`src/rtl/core/ps2cc_pkg.sv`:
```
// Shared types and constants for the PS/2 controller command block.
// Used by every module in rtl/core; no dependencies.
package ps2cc_pkg;

  typedef enum logic [2:0] {
    REQ_RD_DATA   = 3'd0,
    REQ_RD_STATUS = 3'd1,
    REQ_WR_DATA   = 3'd2,
    REQ_WR_CMD    = 3'd3,
    REQ_DEV_BYTE  = 3'd4
  } req_e;

  // Data write kind armed by an earlier command
  typedef enum logic [2:0] {
    PW_NONE  = 3'd0,
    PW_CFG   = 3'd1,
    PW_SEND2 = 3'd2,
    PW_INJ1  = 3'd3,
    PW_INJ2  = 3'd4
  } pw_e;

  localparam logic [7:0] CMD_READ_CFG  = 8'h20;
  localparam logic [7:0] CMD_WRITE_CFG = 8'h60;
  localparam logic [7:0] CMD_DIS_P2    = 8'ha7;
  localparam logic [7:0] CMD_EN_P2     = 8'ha8;
  localparam logic [7:0] CMD_TEST_P2   = 8'ha9;
  localparam logic [7:0] CMD_SELF_TEST = 8'haa;
  localparam logic [7:0] CMD_TEST_P1   = 8'hab;
  localparam logic [7:0] CMD_DIS_P1    = 8'had;
  localparam logic [7:0] CMD_EN_P1     = 8'hae;
  localparam logic [7:0] CMD_INJ_P1    = 8'hd2;
  localparam logic [7:0] CMD_INJ_P2    = 8'hd3;
  localparam logic [7:0] CMD_SEND_P2   = 8'hd4;

  localparam logic [7:0] SELF_TEST_OK  = 8'h55;
  localparam logic [7:0] PORT_TEST_OK  = 8'h00;
  localparam logic [7:0] CFG_RESET     = 8'h30;

  // Config byte bit positions
  localparam int unsigned CfgIrq1Bit   = 0;
  localparam int unsigned CfgIrq2Bit   = 1;
  localparam int unsigned CfgSysBit    = 2;
  localparam int unsigned CfgClkDis1   = 4;
  localparam int unsigned CfgClkDis2   = 5;

  // APB register map
  localparam int unsigned PaddrW       = 3;
  localparam logic        REG_PORT2_PRESENT = 1'b0;

  typedef struct packed {
    logic [2:0] req_type;
    logic [7:0] wr_data;
    logic       src_port;
  } ps2cc_in_t;

  typedef struct packed {
    logic [7:0] rd_data;
    logic       to_device_valid;
    logic       to_device_port;
    logic [7:0] to_device_byte;
    logic       irq_port1;
    logic       irq_port2;
  } ps2cc_out_t;

endpackage

```
`src/rtl/core/ps2_controller_command_regs.sv`:
```
// Controller side of an 8042-style PS/2 interface. Each request (bus read or
// write, or a byte from a device) yields exactly one response. One request is
// taken every cycle while in_stall_o is low; each response is then loaded
// into the response register by the single decode step behind the input
// register. A stalled response holds the input register and then the input.
// Config writes (port2_present at addresses 0 to 3) go through the APB port.
module ps2_controller_command_regs import ps2cc_pkg::*; (
  input  logic              clk_i,
  input  logic              rst_ni,
  input  logic              in_valid_i,
  output logic              in_stall_o,
  input  ps2cc_in_t         in_req_i,
  output logic              out_valid_o,
  input  logic              out_stall_i,
  output ps2cc_out_t        out_rsp_o,
  input  logic              psel,
  input  logic              penable,
  input  logic              pwrite,
  input  logic [PaddrW-1:0] paddr,
  input  logic [31:0]       pwdata,
  output logic [31:0]       prdata,
  output logic              pready
);

  logic       in_valid_q;
  ps2cc_in_t  in_req_q;
  logic       out_valid_q;
  ps2cc_out_t out_rsp_q;
  ps2cc_out_t rsp;
  logic       fire;
  logic       port2_present;

  ps2cc_apb_regs u_regs (
    .clk_i           (clk_i),
    .rst_ni          (rst_ni),
    .psel            (psel),
    .penable         (penable),
    .pwrite          (pwrite),
    .paddr           (paddr),
    .pwdata          (pwdata),
    .prdata          (prdata),
    .pready          (pready),
    .port2_present_o (port2_present)
  );

  ps2cc_engine u_engine (
    .clk_i           (clk_i),
    .rst_ni          (rst_ni),
    .fire_i          (fire),
    .req_i           (in_req_q),
    .port2_present_i (port2_present),
    .rsp_o           (rsp)
  );

  // request moves into the response register when that slot is free
  assign fire       = in_valid_q && (!out_valid_q || !out_stall_i);
  assign in_stall_o = in_valid_q && !fire;

  always_ff @(posedge clk_i or negedge rst_ni) begin
    if (!rst_ni) begin
      in_valid_q  <= 1'b0;
      out_valid_q <= 1'b0;
    end else begin
      if (!in_stall_o) begin
        in_valid_q <= in_valid_i;
      end
      if (!out_valid_q || !out_stall_i) begin
        out_valid_q <= in_valid_q;
      end
    end
  end

  always_ff @(posedge clk_i) begin
    if (in_valid_i && !in_stall_o) begin
      in_req_q <= in_req_i;
    end
    if (fire) begin
      out_rsp_q <= rsp;
    end
  end

  assign out_valid_o = out_valid_q;
  assign out_rsp_o   = out_rsp_q;

endmodule

```
`src/rtl/core/ps2cc_apb_regs.sv`:
```
// APB-style configuration register: holds port2_present.
// Depends on ps2cc_pkg.
module ps2cc_apb_regs import ps2cc_pkg::*; (
  input  logic              clk_i,
  input  logic              rst_ni,
  input  logic              psel,
  input  logic              penable,
  input  logic              pwrite,
  input  logic [PaddrW-1:0] paddr,
  input  logic [31:0]       pwdata,
  output logic [31:0]       prdata,
  output logic              pready,
  output logic              port2_present_o
);

  logic port2_present_q, port2_present_d;
  logic hit;

  assign pready = 1'b1;
  assign hit    = (paddr[2] == REG_PORT2_PRESENT);

  always_comb begin
    port2_present_d = port2_present_q;
    if (psel && penable && pwrite && hit) begin
      port2_present_d = pwdata[0];
    end
  end

  always_ff @(posedge clk_i or negedge rst_ni) begin
    if (!rst_ni) begin
      port2_present_q <= 1'b1;
    end else begin
      port2_present_q <= port2_present_d;
    end
  end

  assign prdata          = hit ? {31'd0, port2_present_q} : 32'd0;
  assign port2_present_o = port2_present_q;

endmodule

```
`src/rtl/core/ps2cc_engine.sv`:
```
// Controller state (config byte, output buffer, flags, pending write) and
// the per-request decode. Depends on ps2cc_pkg.
module ps2cc_engine import ps2cc_pkg::*; (
  input  logic       clk_i,
  input  logic       rst_ni,
  input  logic       fire_i,
  input  ps2cc_in_t  req_i,
  input  logic       port2_present_i,
  output ps2cc_out_t rsp_o
);

  logic [7:0] cfg_q, cfg_d;
  logic [7:0] obuf_q, obuf_d;
  logic       full_q, full_d;
  logic       cmd_q, cmd_d;
  pw_e        pw_q, pw_d;

  logic       clk_on;
  logic       dev_ok;

  always_comb begin
    clk_on = req_i.src_port ? !cfg_q[CfgClkDis2] : !cfg_q[CfgClkDis1];
    dev_ok = clk_on && (!req_i.src_port || port2_present_i) && !full_q;
  end

  always_comb begin
    cfg_d  = cfg_q;
    obuf_d = obuf_q;
    full_d = full_q;
    cmd_d  = cmd_q;
    pw_d   = pw_q;
    rsp_o  = '0;

    unique case (req_i.req_type)
      REQ_RD_DATA: begin
        rsp_o.rd_data = obuf_q;
        full_d        = 1'b0;
      end
      REQ_RD_STATUS: begin
        rsp_o.rd_data = {4'd0, cmd_q, cfg_q[CfgSysBit], 1'b0, full_q};
      end
      REQ_WR_DATA: begin
        cmd_d = 1'b0;
        pw_d  = PW_NONE;
        unique case (pw_q)
          PW_CFG: cfg_d = req_i.wr_data;
          PW_SEND2: begin
            rsp_o.to_device_valid = 1'b1;
            rsp_o.to_device_port  = 1'b1;
            rsp_o.to_device_byte  = req_i.wr_data;
          end
          PW_INJ1: begin
            obuf_d          = req_i.wr_data;
            full_d          = 1'b1;
            rsp_o.irq_port1 = cfg_q[CfgIrq1Bit];
          end
          PW_INJ2: begin
            obuf_d          = req_i.wr_data;
            full_d          = 1'b1;
            rsp_o.irq_port2 = cfg_q[CfgIrq2Bit];
          end
          default: begin
            // nothing armed: plain byte to port one
            rsp_o.to_device_valid = 1'b1;
            rsp_o.to_device_byte  = req_i.wr_data;
          end
        endcase
      end
      REQ_WR_CMD: begin
        cmd_d = 1'b1;
        pw_d  = PW_NONE;
        unique case (req_i.wr_data)
          CMD_READ_CFG: begin
            obuf_d = cfg_q;
            full_d = 1'b1;
          end
          CMD_WRITE_CFG: pw_d = PW_CFG;
          CMD_DIS_P2:    cfg_d[CfgClkDis2] = 1'b1;
          CMD_EN_P2: begin
            if (port2_present_i) begin
              cfg_d[CfgClkDis2] = 1'b0;
            end
          end
          CMD_TEST_P2, CMD_TEST_P1: begin
            obuf_d = PORT_TEST_OK;
            full_d = 1'b1;
          end
          CMD_SELF_TEST: begin
            obuf_d = SELF_TEST_OK;
            full_d = 1'b1;
          end
          CMD_DIS_P1:    cfg_d[CfgClkDis1] = 1'b1;
          CMD_EN_P1:     cfg_d[CfgClkDis1] = 1'b0;
          CMD_INJ_P1:    pw_d = PW_INJ1;
          CMD_INJ_P2:    pw_d = PW_INJ2;
          CMD_SEND_P2:   pw_d = PW_SEND2;
          default: ;
        endcase
      end
      REQ_DEV_BYTE: begin
        if (dev_ok) begin
          obuf_d          = req_i.wr_data;
          full_d          = 1'b1;
          rsp_o.irq_port1 = !req_i.src_port && cfg_q[CfgIrq1Bit];
          rsp_o.irq_port2 = req_i.src_port && cfg_q[CfgIrq2Bit];
        end
      end
      default: ;
    endcase
  end

  always_ff @(posedge clk_i or negedge rst_ni) begin
    if (!rst_ni) begin
      cfg_q  <= CFG_RESET;
      obuf_q <= 8'd0;
      full_q <= 1'b0;
      cmd_q  <= 1'b0;
      pw_q   <= PW_NONE;
    end else if (fire_i) begin
      cfg_q  <= cfg_d;
      obuf_q <= obuf_d;
      full_q <= full_d;
      cmd_q  <= cmd_d;
      pw_q   <= pw_d;
    end
  end

endmodule

```
`config.mk`:
```
export PLATFORM = sky130hd
export DESIGN_NAME = ps2_controller_command_regs
export DESIGN_NICKNAME = d
export VERILOG_FILES = /design/src/rtl/core/ps2cc_pkg.sv /design/src/rtl/core/ps2_controller_command_regs.sv /design/src/rtl/core/ps2cc_apb_regs.sv /design/src/rtl/core/ps2cc_engine.sv
export SDC_FILE = /design/constraint.sdc
export NUM_CORES = 1
export LEC_CHECK = 0
export ABC_CLOCK_PERIOD_IN_PS = 3860
export BUFFER_PORTS_ARGS = -buffer_cell sky130_fd_sc_hd__clkbuf_2
export CAP_MARGIN = 20
export CORE_ASPECT_RATIO = 2
export CORE_MARGIN = 2
export CORE_UTILIZATION = 45
export DETAILED_ROUTE_END_ITERATION = 12
export MAX_ROUTING_LAYER = met4
export PLACE_DENSITY_LB_ADDON = 0.05
export SLEW_MARGIN = 30
export SYNTH_ARGS = -nofsm -noshare
export SYNTH_HDL_FRONTEND = slang
export SYNTH_SLANG_ARGS = --single-unit
```
`constraint.sdc`:
```
create_clock -name clk_i -period 3.86 [get_ports clk_i]
set_clock_uncertainty 0.1 [all_clocks]
set_input_delay 0.772 -clock clk_i [delete_from_list [all_inputs] [get_ports clk_i]]
set_output_delay 0.772 -clock clk_i [all_outputs]
set_load 0.005 [all_outputs]
```
==> After elaboration in Yosys (flattened, before gate mapping) <==
Cells that the tools add are included.
Widths: inputs -> output; s select.
{ "word_totals": {"reg_bits": 56, "input_bits": 54, "output_inout_bits": 55} }
{ "op_classes": {"eq_ne": 28, "muxes": 25, "n_bitwise": 2, "n_reduce_logical": 35} }
{ "ops": {"columns": ["cell", "n"], "rows": [
  ["$eq 8x8->1 const B", 10],
  ["$pmux 8 s3", 2],
  ["$mux 8", 2],
  ["$pmux 8 s2", 1],
  ["$reduce_and 5->1", 3],
  ["$eq 3x2->1 const B", 4],
  ["$pmux 3 s4", 1],
  ["$logic_and 1x1->1", 10],
  ["$mux 1", 10],
  ["$ne 3x3->1 const B", 3],
  ["$eq 8x6->1 const B", 1],
  ["$eq 8x7->1 const B", 1],
  ["$logic_not 1->1", 8],
  ["$pmux 2 s2", 2],
  ["$reduce_or 4->1", 2],
  ["$eq 3x1->1 const B", 2],
  ["$eq 3x3->1 const B", 2],
  ["$mux 6", 1],
  ["$ne 2x2->1 const B", 3],
  ["$pmux 1 s2", 3],
  ["$pmux 3 s2", 1],
  ["$ne 4x4->1 const B", 1],
  ["$pmux 1 s4", 1],
  ["$reduce_and 4->1", 1],
  ["12 further kinds", 15]
]} }

==> Depth between registers and ports, before layout <==
Gate-level depths: netlist of the first run.
{ "logic_depth": {"depth_word": 7, "ltp_mapped": 8} }

==> By module <==
From an unflattened synthesis of the first run, not the netlist that was laid out.
{ "unflattened": {"cells_unflattened": 249, "area_unflattened_um2": 2899.0} }
{ "by_module_without_submodules": {"columns": ["mod", "n_inst", "cells_each", "area_each_um2", "seq_area_each_um2"], "rows": [
  ["ps2cc_engine", 1, 171, 1542.7, 528.0],
  ["ps2_controller_command_regs", 1, 40, 1053.5, 1011.0],
  ["ps2cc_apb_regs", 1, 38, 302.8, 26.3]
]} }

==> Worst setup path after synthesis of the first run <==
Ideal clock, no wire load.
{ "synth_path": {"path_kind": "input-to-reg", "from": "input port out_stall_i", "to": "register u_engine.obuf_q[0]", "arrival_ps": 2597, "required_ps": 3635, "slack_ps": 1038, "stages": 4, "path_buffers": 0, "path_cell_list": "a21boi_2 o21ai_0 nor2_8 mux2_2"} }
{ "synth_via": {"elab_chain_len": 4} }
{ "synth_lines": {"columns": ["item", "line", "source"], "rows": [
  ["from (decl)", "ps2_controller_command_regs.sv:14", "input logic out_stall_i,"],
  ["$logic_not 1->1", "ps2_controller_command_regs.sv:56", "assign fire = in_valid_q && (!out_valid_q || !out_stall_i);"],
  ["$logic_or 1x1->1", "ps2_controller_command_regs.sv:56", null],
  ["$logic_and 1x1->1", "ps2_controller_command_regs.sv:56", null],
  ["$reduce_and 5->1 (no line)", null, null],
  ["to (signal assigned)", "ps2cc_engine.sv:121", "obuf_q <= obuf_d;"],
  ["to (decl)", "ps2cc_engine.sv:13", "logic [7:0] obuf_q, obuf_d;"]
]} }
No other way between the ends.
A chain may end at the register's enable or synchronous reset.

==> Final worst setup path of the first run <==
{ "layout_path": {"from": "register in_req_q[2] (netlist bit)", "to": "register u_engine.obuf_q[1]"} }
{ "layout_via": {"elab_chain_len": 4} }
{ "layout_lines": {"columns": ["item", "line", "source"], "rows": [
  ["from (decl)", "ps2_controller_command_regs.sv:26", "ps2cc_in_t in_req_q;"],
  ["from (signal assigned)", "ps2_controller_command_regs.sv:75", "in_req_q <= in_req_i;"],
  ["$eq 8x8->1", "ps2cc_engine.sv:72", "unique case (req_i.wr_data)"],
  ["$reduce_or 2->1", "ps2cc_engine.sv:72", null],
  ["$pmux 8 s3 or $ne 4x4->1 (tied branches)", null, null],
  ["$pmux 8 s3 or $reduce_and 5->1 (tied branches)", null, null]
]} }
Several ways; a longest one is shown, not always the timed one. The select of a mux whose other input is x is not followed.

==> impl_metrics.env, run 1 <==
export IMPL_final_min_clock_period_ps=2313
export IMPL_placed_area_um2=3052
export IMPL_die_h_um=117.9
export IMPL_die_w_um=60.95
export IMPL_critical_path_arrival_ps=2400
export IMPL_synth_seq_cells=56
export IMPL_first_pass_iters=4
export IMPL_overflow=0
export IMPL_grt_first_pass_wirelength_um=8880
export IMPL_pin_count=109
export IMPL_status="finished clean"
export IMPL_tns_ps=0
export IMPL_design_area_um2=3206
export IMPL_vdd_ir_drop_max_mv=0.3624
export IMPL_hold_slack_ps=380.1
export IMPL_finalHoldViolCount=0
export IMPL_powerDensity_nw_per_um2=438.2
export IMPL_nFillCells=598
export IMPL_ant_nets=0
export IMPL_place_hpwl_um=4086
export IMPL_cts_sinks=56
export IMPL_postCtsSetupBuffers=0
export IMPL_tritoncts="yes"
export IMPL_yosys_area_top_type="edfxtp_1"
export IMPL_cp_max_fo=16
export IMPL_min_path_type="in2async"
export IMPL_clockBufferDepth=2
export IMPL_finalMaxSlewViolations=0
export IMPL_syn_area_per_cell_um2=11.54
export IMPL_io_buffers=43
export IMPL_numCtsBuffers=5
export IMPL_setup_viol=0
export IMPL_place_congestion=0.8449
export IMPL_layout_core_utilization=0.5080
export IMPL_rows=41
export IMPL_initial_core_util=0.4626
export IMPL_clk_latency_ps=300
export IMPL_crit_type="reg2reg"
export IMPL_wire_per_inst_um=14.65
export IMPL_synth_top_area_share=0.3292
export IMPL_grt_pass1_vias=1783
export IMPL_antenna_found_initial=0
export IMPL_start_kind="flop"
export IMPL_synth_cell_types=51
export IMPL_layout_nets=343
export IMPL_grt_max_degree=25
export IMPL_antenna_cells=0
export IMPL_worst_slew_pin_slew_ps=674.6
export IMPL_synth_cell_area_um2=2919
export IMPL_drive_above_1_share=0.2828
export IMPL_drt_iter0_markers=55
export IMPL_core_um2=6310
export IMPL_via_count=1900
export IMPL_finalCritPeriodShare=0.5991
export IMPL_die_area_um2=7186
export IMPL_cts_hold_buffers_added=0
export IMPL_ys_seq_area_frac=0.5362
export IMPL_area_delta_synth_final_pct=9.816
export IMPL_drc_errors=0
export IMPL_yosys_warnings=0
export IMPL_root_buffer="clkbuf_16"
export IMPL_track_usage=0.1707
export IMPL_crit_path_end_kind="flop"
export IMPL_relSlewSlack=0.5503
export IMPL_viasPerCell=5.053
export IMPL_dp_slack_ps=1278
export IMPL_max_freq_mhz=432.4
export IMPL_cap_violations=0
export IMPL_wirelength_um=5507
export IMPL_clkTransAtPathRegs_ps=70
export IMPL_htree_levels=2
export IMPL_ys_top_cells_by_area="edfxtp_1 (33%), dfrtp_1 (18%), buf_4 (8.5%)"
export IMPL_power_leakage_uw=0.001353
export IMPL_grt_setup_unrepaired="false"
export IMPL_fin_ws_ps=1547
export IMPL_postCtsResizedCells=0
export IMPL_syn_inst=253
export IMPL_crit_required_ps=3940
## report_power, final
part	internal (µW)	leakage [µW]	switching [µW]
logic	84.3	0.000669	82.6
clock network	258	0.0000691	208
registers	712	0.000615	59.4
## metrics by stage
| step | instances | total power [µW] |
|---|---|---|
| 2_1_floorplan | 283 | 906.8 |
| 3_3_place_gp | 368 | 947.6 |
| 3_5_place_dp | 368 | 952.2 |
| 4_1_cts | 376 | 1420 |
| 5_1_grt | 376 | 1466 |
| 6_report | 376 | 1405 |
## layout make-up
| type | count | area [µm²] | share of cell area |
|---|---|---|---|
| sequential | 56 | 1565 | 0.4883 |
| clock buffer | 6 | 138.9 | 0.04333 |
| tap | 86 | 107.6 | 0.03357 |
| multi-input combinational | 179 | 1145 | 0.3571 |
| timing repair buffer | 44 | 222.7 | 0.06948 |
| clock inverter | 2 | 15.01 | 0.004684 |
| inverter | 3 | 11.26 | 0.003513 |
## state kept, by name, summed over array words and instances (netlist names)
signal,cells
u_engine.cfg_q,8
u_regs.port2_present_o,1
in_valid_q,1
out_valid_o,1
u_engine.full_q,1
out_rsp_o,20
u_engine.cmd_q,1
u_engine.pw_q,3
u_engine.obuf_q,8
in_req_q,12
## synthesized netlist by cell type, drive strengths merged
cell / n
nand2: 25
xor2: 1
or4b: 1
nor4b: 2
inv: 3
a311o: 1
nand4bb: 2
or2b: 1
a21oi: 8
dfrtp: 21
o22ai: 1
nand4b: 1
and2b: 1
buf: 37
a21boi: 1
a32oi: 1
o211a: 1
o21ba: 1
clkbuf: 8
a22oi: 2
edfxtp: 32
and4bb: 1
nor3b: 7
nand2b: 4
a2111oi: 1
nor4bb: 1
mux2i: 4
nor4: 3
and2: 15
dfstp: 3
mux2: 15
nor2b: 4
a211o: 1
a21o: 1
o21ai: 12
conb: 2
nand3: 4
a2bb2oi: 1
nor3: 6
o31ai: 5
a31oi: 3
xnor2: 1
nor2: 8
## logic make-up after synthesis
logic type	count (synthesis)	synth area share
and+or+nand+nor	86	0.1796
muxes	19	0.07158
buffers and inverters	48	0.1123
DFF	56	0.5362
other	2	0.002573
xor gates and xnor gates	2	0.006002
AOI/OAI and AO/OA	40	0.09173
## final timing paths
path | endpoint | slack (ps) | startpoint | cells after the start
worst max-delay path | u_engine.obuf_q[1] | 1550 | in_req_q[2] | 5
worst min-delay path | u_engine.obuf_q[5] | 380 | rst_ni | 1
worst max register to register | u_engine.obuf_q[1] | 1550 | in_req_q[2] | 5
worst min register to register | u_engine.cmd_q | 380 | u_engine.cmd_q | 2
max in group asynchronous | u_engine.cmd_q | 2870 | rst_ni | 1
min in group clk_i | u_engine.cmd_q | 380 | u_engine.cmd_q | 2
## metal layers
metal | part of all wire | vias up | routed length [µm] | GRT usage
met2 | 0.54 | 71 | 2953 | 0.2728
met4 | 0.036 | 0 | 199 | 0.08967
met5 | 0 | - | 0 | -
met3 | 0.049 | 13 | 272 | 0.03626
met1 | 0.38 | 908 | 2081 | 0.1923
li1 | - | 908 | - | -
## cell usage in the layout (no fill, tap or decap), types with 2 or more instances in the layout
master and n:
a21oi_1 8, clkinvlp_4 2, and2_1 14, nor2_1 7, nor4b_1 2, mux2_2 15
nand3_1 4, nor2b_1 3, o31ai_1 4, edfxtp_1 32, dfrtp_1 21, a31oi_1 3
dfstp_2 3, nand2_1 24, nand2b_1 4, nor3_1 6, nand4bb_1 2, clkbuf_2 43
conb_1 32, o21ai_0 12, a22oi_1 2, clkbuf_16 5, nor3b_1 7, nor4_1 2
mux2i_1 4, inv_1 3
## worst max-delay path, stage by stage (launching register included)
cell and delay, ps:
edfxtp_1 650, nor4_1 330, o21ai_0 150, a211o_2 420
nor2_8 200, mux2_2 360
No activity file was read; power rests on OpenSTA's default activity.
==> inputs of run 2 (changes only) <==
- ABC_CLOCK_PERIOD_IN_PS: 3860 -> 1900
- clock period: 3.86 -> 1.9 ns (I/O delays scaled with it)
==> impl_metrics.env, run 2 (synthesis results as in run 1) <==
export IMPL_tritoncts="yes"
export IMPL_root_buffer="clkbuf_16"
export IMPL_relSlewSlack=0.5776
export IMPL_setup_viol=9
export IMPL_max_freq_mhz=513.5
export IMPL_p_sw_uw=735.9
export IMPL_grt_setup_unrepaired="true"
export IMPL_grt_max_degree=25
export IMPL_swShare=0.2301
export IMPL_track_usage=0.1933
export IMPL_layout_nets=388
export IMPL_finalMaxSlewViolations=0
export IMPL_io_buffers=43
export IMPL_drive_above_1_share=0.4090
export IMPL_finalCritPeriodShare=1.025
export IMPL_dp_slack_ps=-226.0
export IMPL_die_area_um2=7186
export IMPL_fin_ws_ps=-47.51
export IMPL_drt_iter0_markers=60
export IMPL_vdd_ir_drop_max_mv=0.8086
export IMPL_crit_required_ps=1980
export IMPL_power_leakage_uw=0.001636
export IMPL_antenna_found_initial=0
export IMPL_area_delta_synth_final_pct=27.26
export IMPL_critical_path_arrival_ps=2030
export IMPL_design_area_um2=3715
export IMPL_finalHoldViolCount=5
export IMPL_violations="hold timing, setup timing"
export IMPL_p_clk_frac=0.363
export IMPL_grt_pass1_vias=1936
export IMPL_htree_levels=2
export IMPL_antenna_cells=0
export IMPL_combinationalPowerShare=0.156
export IMPL_placed_area_um2=3392
export IMPL_final_min_clock_period_ps=1948
export IMPL_powerDensity_nw_per_um2=861.1
export IMPL_first_pass_iters=4
export IMPL_viasPerCell=4.967
export IMPL_power_internal_uw=2463
export IMPL_pin_count=109
export IMPL_grt_first_pass_wirelength_um=9825
export IMPL_place_hpwl_um=4689
export IMPL_crit_path_end_kind="flop"
export IMPL_critPathLaunch="in_req_q[7]"
export IMPL_start_kind="flop"
export IMPL_core_um2=6310
export IMPL_ant_nets=0
export IMPL_layout_commonest_cell="clkbuf_2"
export IMPL_min_path_type="in2async"
export IMPL_wirelength_um=6282
export IMPL_hold_slack_ps=-1.770
export IMPL_via_count=2091
export IMPL_clockBufferDepth=2
export IMPL_layout_common_cells="clkbuf_2 (43), buf_4 (42), conb_1 (32), edfxtp_1 (32), nand2_1 (23)"
export IMPL_die_w_um=60.95
export IMPL_rrSetupSlack_ps=-50
export IMPL_initial_core_util=0.4626
export IMPL_cp_max_fo=8
export IMPL_drc_errors=0
export IMPL_numCtsBuffers=5
export IMPL_reg2reg_from="in_req_q[7]"
export IMPL_overflow=0
export IMPL_seqPwrFrac=0.481
export IMPL_cts_sinks=56
export IMPL_rows=41
export IMPL_crit_type="reg2reg"
export IMPL_clkTransAtPathRegs_ps=70
export IMPL_status="finished with violations"
export IMPL_cap_violations=0
export IMPL_place_congestion=0.8586
export IMPL_die_h_um=117.9
export IMPL_worst_slew_pin_slew_ps=633.6
export IMPL_clk_latency_ps=290
export IMPL_wire_per_inst_um=14.92
export IMPL_largest_register_ffs=20
-- run 2: cell count changes in the layout (fill, tap and decap cells not counted), sizes merged --
cell / previous run / this run
clkinvlp: 2 / 0
bufinv: 0 / 2
buf: 1 / 46
-- run 2: power by group through the flow --
stage          logic (µW)  clock network (µW)  registers [µW]
2_1_floorplan         316                   0            1530
4_1_cts               492                1190            1540
3_5_place_dp          475                   0            1560
3_3_place_gp          467                   0            1550
6_report              499                1160            1540
5_1_grt               555                1230            1560
-- run 2: worst max-delay path: stages, from the launching register on --
cell,delay [ps]
edfxtp_1,410
nor4b_2,300
o21ai_1,130
a211o_2,370
nor2_8,180
mux2_2,350
-- run 2: area by class of cell --
type	count	area [µm²]
Clock buffer	6	128.9
Clock inverter	2	60.06
Fill cell	548	2595
Inverter	3	11.26
Multi-Input combinational cell	179	1257
Sequential cell	56	1565
Tap cell	86	107.6
Timing Repair Buffer	89	584.3
-- run 2: layer usage --
| layer | vias to the layer above | global-route usage | wire (µm) |
|---|---|---|---|
| li1 | 997 | - | - |
| met1 | 1016 | 0.2055 | 2256 |
| met2 | 70 | 0.3300 | 3637 |
| met3 | 8 | 0.03846 | 238 |
| met4 | 0 | 0.08560 | 150 |
| met5 | - | - | 0 |
-- run 2: what timing repair did --
action                                  CTS  global route
gates resized for setup                  10            15
endpoints found under the setup margin   10            18
setup buffers                             3             0
cloned                                    0             0
pin swaps                                 6             4
hold endpoints to repair                  0             0
hold buffers                              0             0
-- run 2: stage by stage --
stage	utilization	hold slack, ps	cells	setup TNS (ps)	power, µW
2_1_floorplan	-	-15.59	283	-1974	1847
3_3_place_gp	0.5376	327.4	410	-1986	2019
3_5_place_dp	0.5376	327.5	410	-1878	2032
4_1_cts	0.5778	14.51	421	-699.3	3224
5_1_grt	0.5887	52.48	421	-1056	3343
6_report	0.5887	-1.770	421	-374.3	3199
-- run 2: worst paths after layout --
check,to,cells after the start
worst max-delay path,u_engine.obuf_q[7],5
worst min-delay path,out_valid_o,1
worst max register to register,u_engine.obuf_q[7],5
worst min register to register,out_valid_o,1
max in group asynchronous,u_engine.cfg_q[0],1
min in group clk_i,in_req_q[10],1
==> inputs of run 3 (changes only) <==
- CORE_ASPECT_RATIO: 2 -> default
- SETUP_SLACK_MARGIN: default -> 0.2
==> impl_metrics.env, run 3 (synthesis results as in run 1) <==
export IMPL_min_path_type="in2reg"
export IMPL_powerDensity_nw_per_um2=759.9
export IMPL_critical_path_arrival_ps=2130
export IMPL_drc_errors=0
export IMPL_antenna_cells=0
export IMPL_die_w_um=84.54
export IMPL_cts_sinks=56
export IMPL_htree_levels=2
export IMPL_largest_register_ffs=20
export IMPL_final_min_clock_period_ps=2020
export IMPL_final_cells=422
export IMPL_vdd_ir_drop_max_mv=0.4642
export IMPL_die_area_um2=7147
export IMPL_numCtsBuffers=5
export IMPL_crit_path_end_kind="flop"
export IMPL_start_kind="flop"
export IMPL_tns_ps=-944.3
export IMPL_core_um2=6314
export IMPL_layout_common_cells="buf_4 (45), clkbuf_2 (42), conb_1 (32), edfxtp_1 (32), nand2_1 (23)"
export IMPL_crit_required_ps=2010
export IMPL_via_count=2075
export IMPL_power_internal_uw=2163
export IMPL_initial_core_util=0.4623
export IMPL_tritoncts="yes"
export IMPL_crit_type="reg2reg"
export IMPL_cp_max_fo=8
export IMPL_finalCritPeriodShare=1.063
export IMPL_placed_cells=397
export IMPL_grt_max_degree=25
export IMPL_place_congestion=0.8964
export IMPL_track_usage=0.1809
export IMPL_combinationalPowerShare=0.190
export IMPL_finalMaxSlewViolations=0
export IMPL_p_sw_uw=715.7
export IMPL_pin_count=109
export IMPL_setup_viol=10
export IMPL_seqPwrFrac=0.529
export IMPL_clkTransAtPathRegs_ps=90
export IMPL_swShare=0.2486
export IMPL_hold_slack_ps=129.3
export IMPL_clk_latency_ps=320
export IMPL_viasPerCell=4.917
export IMPL_worst_slew_pin_slew_ps=645.6
export IMPL_max_freq_mhz=495.0
export IMPL_root_buffer="clkbuf_8"
export IMPL_p_clk_frac=0.281
export IMPL_drt_iter0_markers=97
export IMPL_grt_setup_unrepaired="true"
export IMPL_grt_first_pass_wirelength_um=9791
export IMPL_area_delta_synth_final_pct=29.79
export IMPL_grt_pass1_vias=1943
export IMPL_relSlewSlack=0.5696
export IMPL_wirelength_um=6138
export IMPL_die_h_um=84.54
export IMPL_power_leakage_uw=0.001677
export IMPL_wire_per_inst_um=14.55
export IMPL_status="finished with violations"
export IMPL_rows=29
export IMPL_io_buffers=43
export IMPL_first_pass_iters=4
export IMPL_clockBufferDepth=2
export IMPL_finalHoldViolCount=0
export IMPL_antenna_found_initial=0
export IMPL_layout_nets=398
export IMPL_layout_commonest_cell="buf_4"
export IMPL_fin_ws_ps=-120.3
export IMPL_place_hpwl_um=4378
export IMPL_overflow=0
export IMPL_drive_above_1_share=0.4522
export IMPL_violations="setup timing"
export IMPL_cap_violations=0
export IMPL_ant_nets=0
## run 3: cell count changes in the layout (fill, tap and decap cells not counted), sizes merged
cell and change:
buf +10, bufinv -1, clkbuf -1, clkinv +1, dlygate4sd3 +1
## run 3: layer usage
layer  global-route usage  wire, µm  vias up
met1               0.2358      2636      994
met5                    -         0        -
li1                     -         -     1019
met3              0.03343       285        6
met4              0.06782        98        0
met2               0.2827      3117       56
## run 3: area by class of cell
type                    instances  area [µm²]
multi-input cells             179        1315
well taps                      77       96.34
clock inverters                 2       33.78
inverters                       3       11.26
flip-flops and latches         56        1565
repair buffers                 99       684.4
fillers                       568        2525
clock buffers                   6       82.58
## run 3: worst paths after layout
kind	endpoint	slack (ps)	startpoint	cells past startpoint
worst max register to register	u_engine.obuf_q[2]	-120	u_regs.port2_present_o	6
worst min register to register	out_valid_o	380	in_valid_q	1
worst min-delay path	in_req_q[8]	130	in_req_i[8]	1
worst max-delay path	u_engine.obuf_q[2]	-120	u_regs.port2_present_o	6
max in group asynchronous	u_engine.cfg_q[7]	770	rst_ni	2
min in group asynchronous	u_engine.full_q	500	rst_ni	2
## run 3: timing repair
item                                    CTS  global route
gates resized for setup                  14            26
buffers inserted                          8             8
endpoints found under the setup margin   27            36
hold buffers                              1             0
endpoints found under the hold margin     3             0
pin swaps                                 7            11
## run 3: power groups by stage
| stage | clock, µW | combinational (µW) | sequential [µW] |
|---|---|---|---|
| 6_report | 810 | 546 | 1520 |
| 5_1_grt | 891 | 599 | 1540 |
| 4_1_cts | 824 | 503 | 1520 |
| 3_5_place_dp | 0 | 474 | 1550 |
| 3_3_place_gp | 0 | 469 | 1540 |
| 2_1_floorplan | 0 | 316 | 1530 |
## run 3: through the flow
step	worst slack, ps	util	area (µm²)	total power (µW)
2_1_floorplan	-140.8	-	3050	1847
3_3_place_gp	-238.1	0.5287	3338	2012
3_5_place_dp	-200.0	0.5287	3338	2022
4_1_cts	-206.9	0.5711	3606	2847
5_1_grt	-186.1	0.6001	3789	3028
6_report	-120.3	0.6001	3789	2879
## run 3: critical path: stages (launching register included)
cell,delay (ps)
dfstp_2,560
nor4bb_2,190
buf_4,150
nor3b_1,40
a211o_2,330
nor2_8,180
mux2_2,360
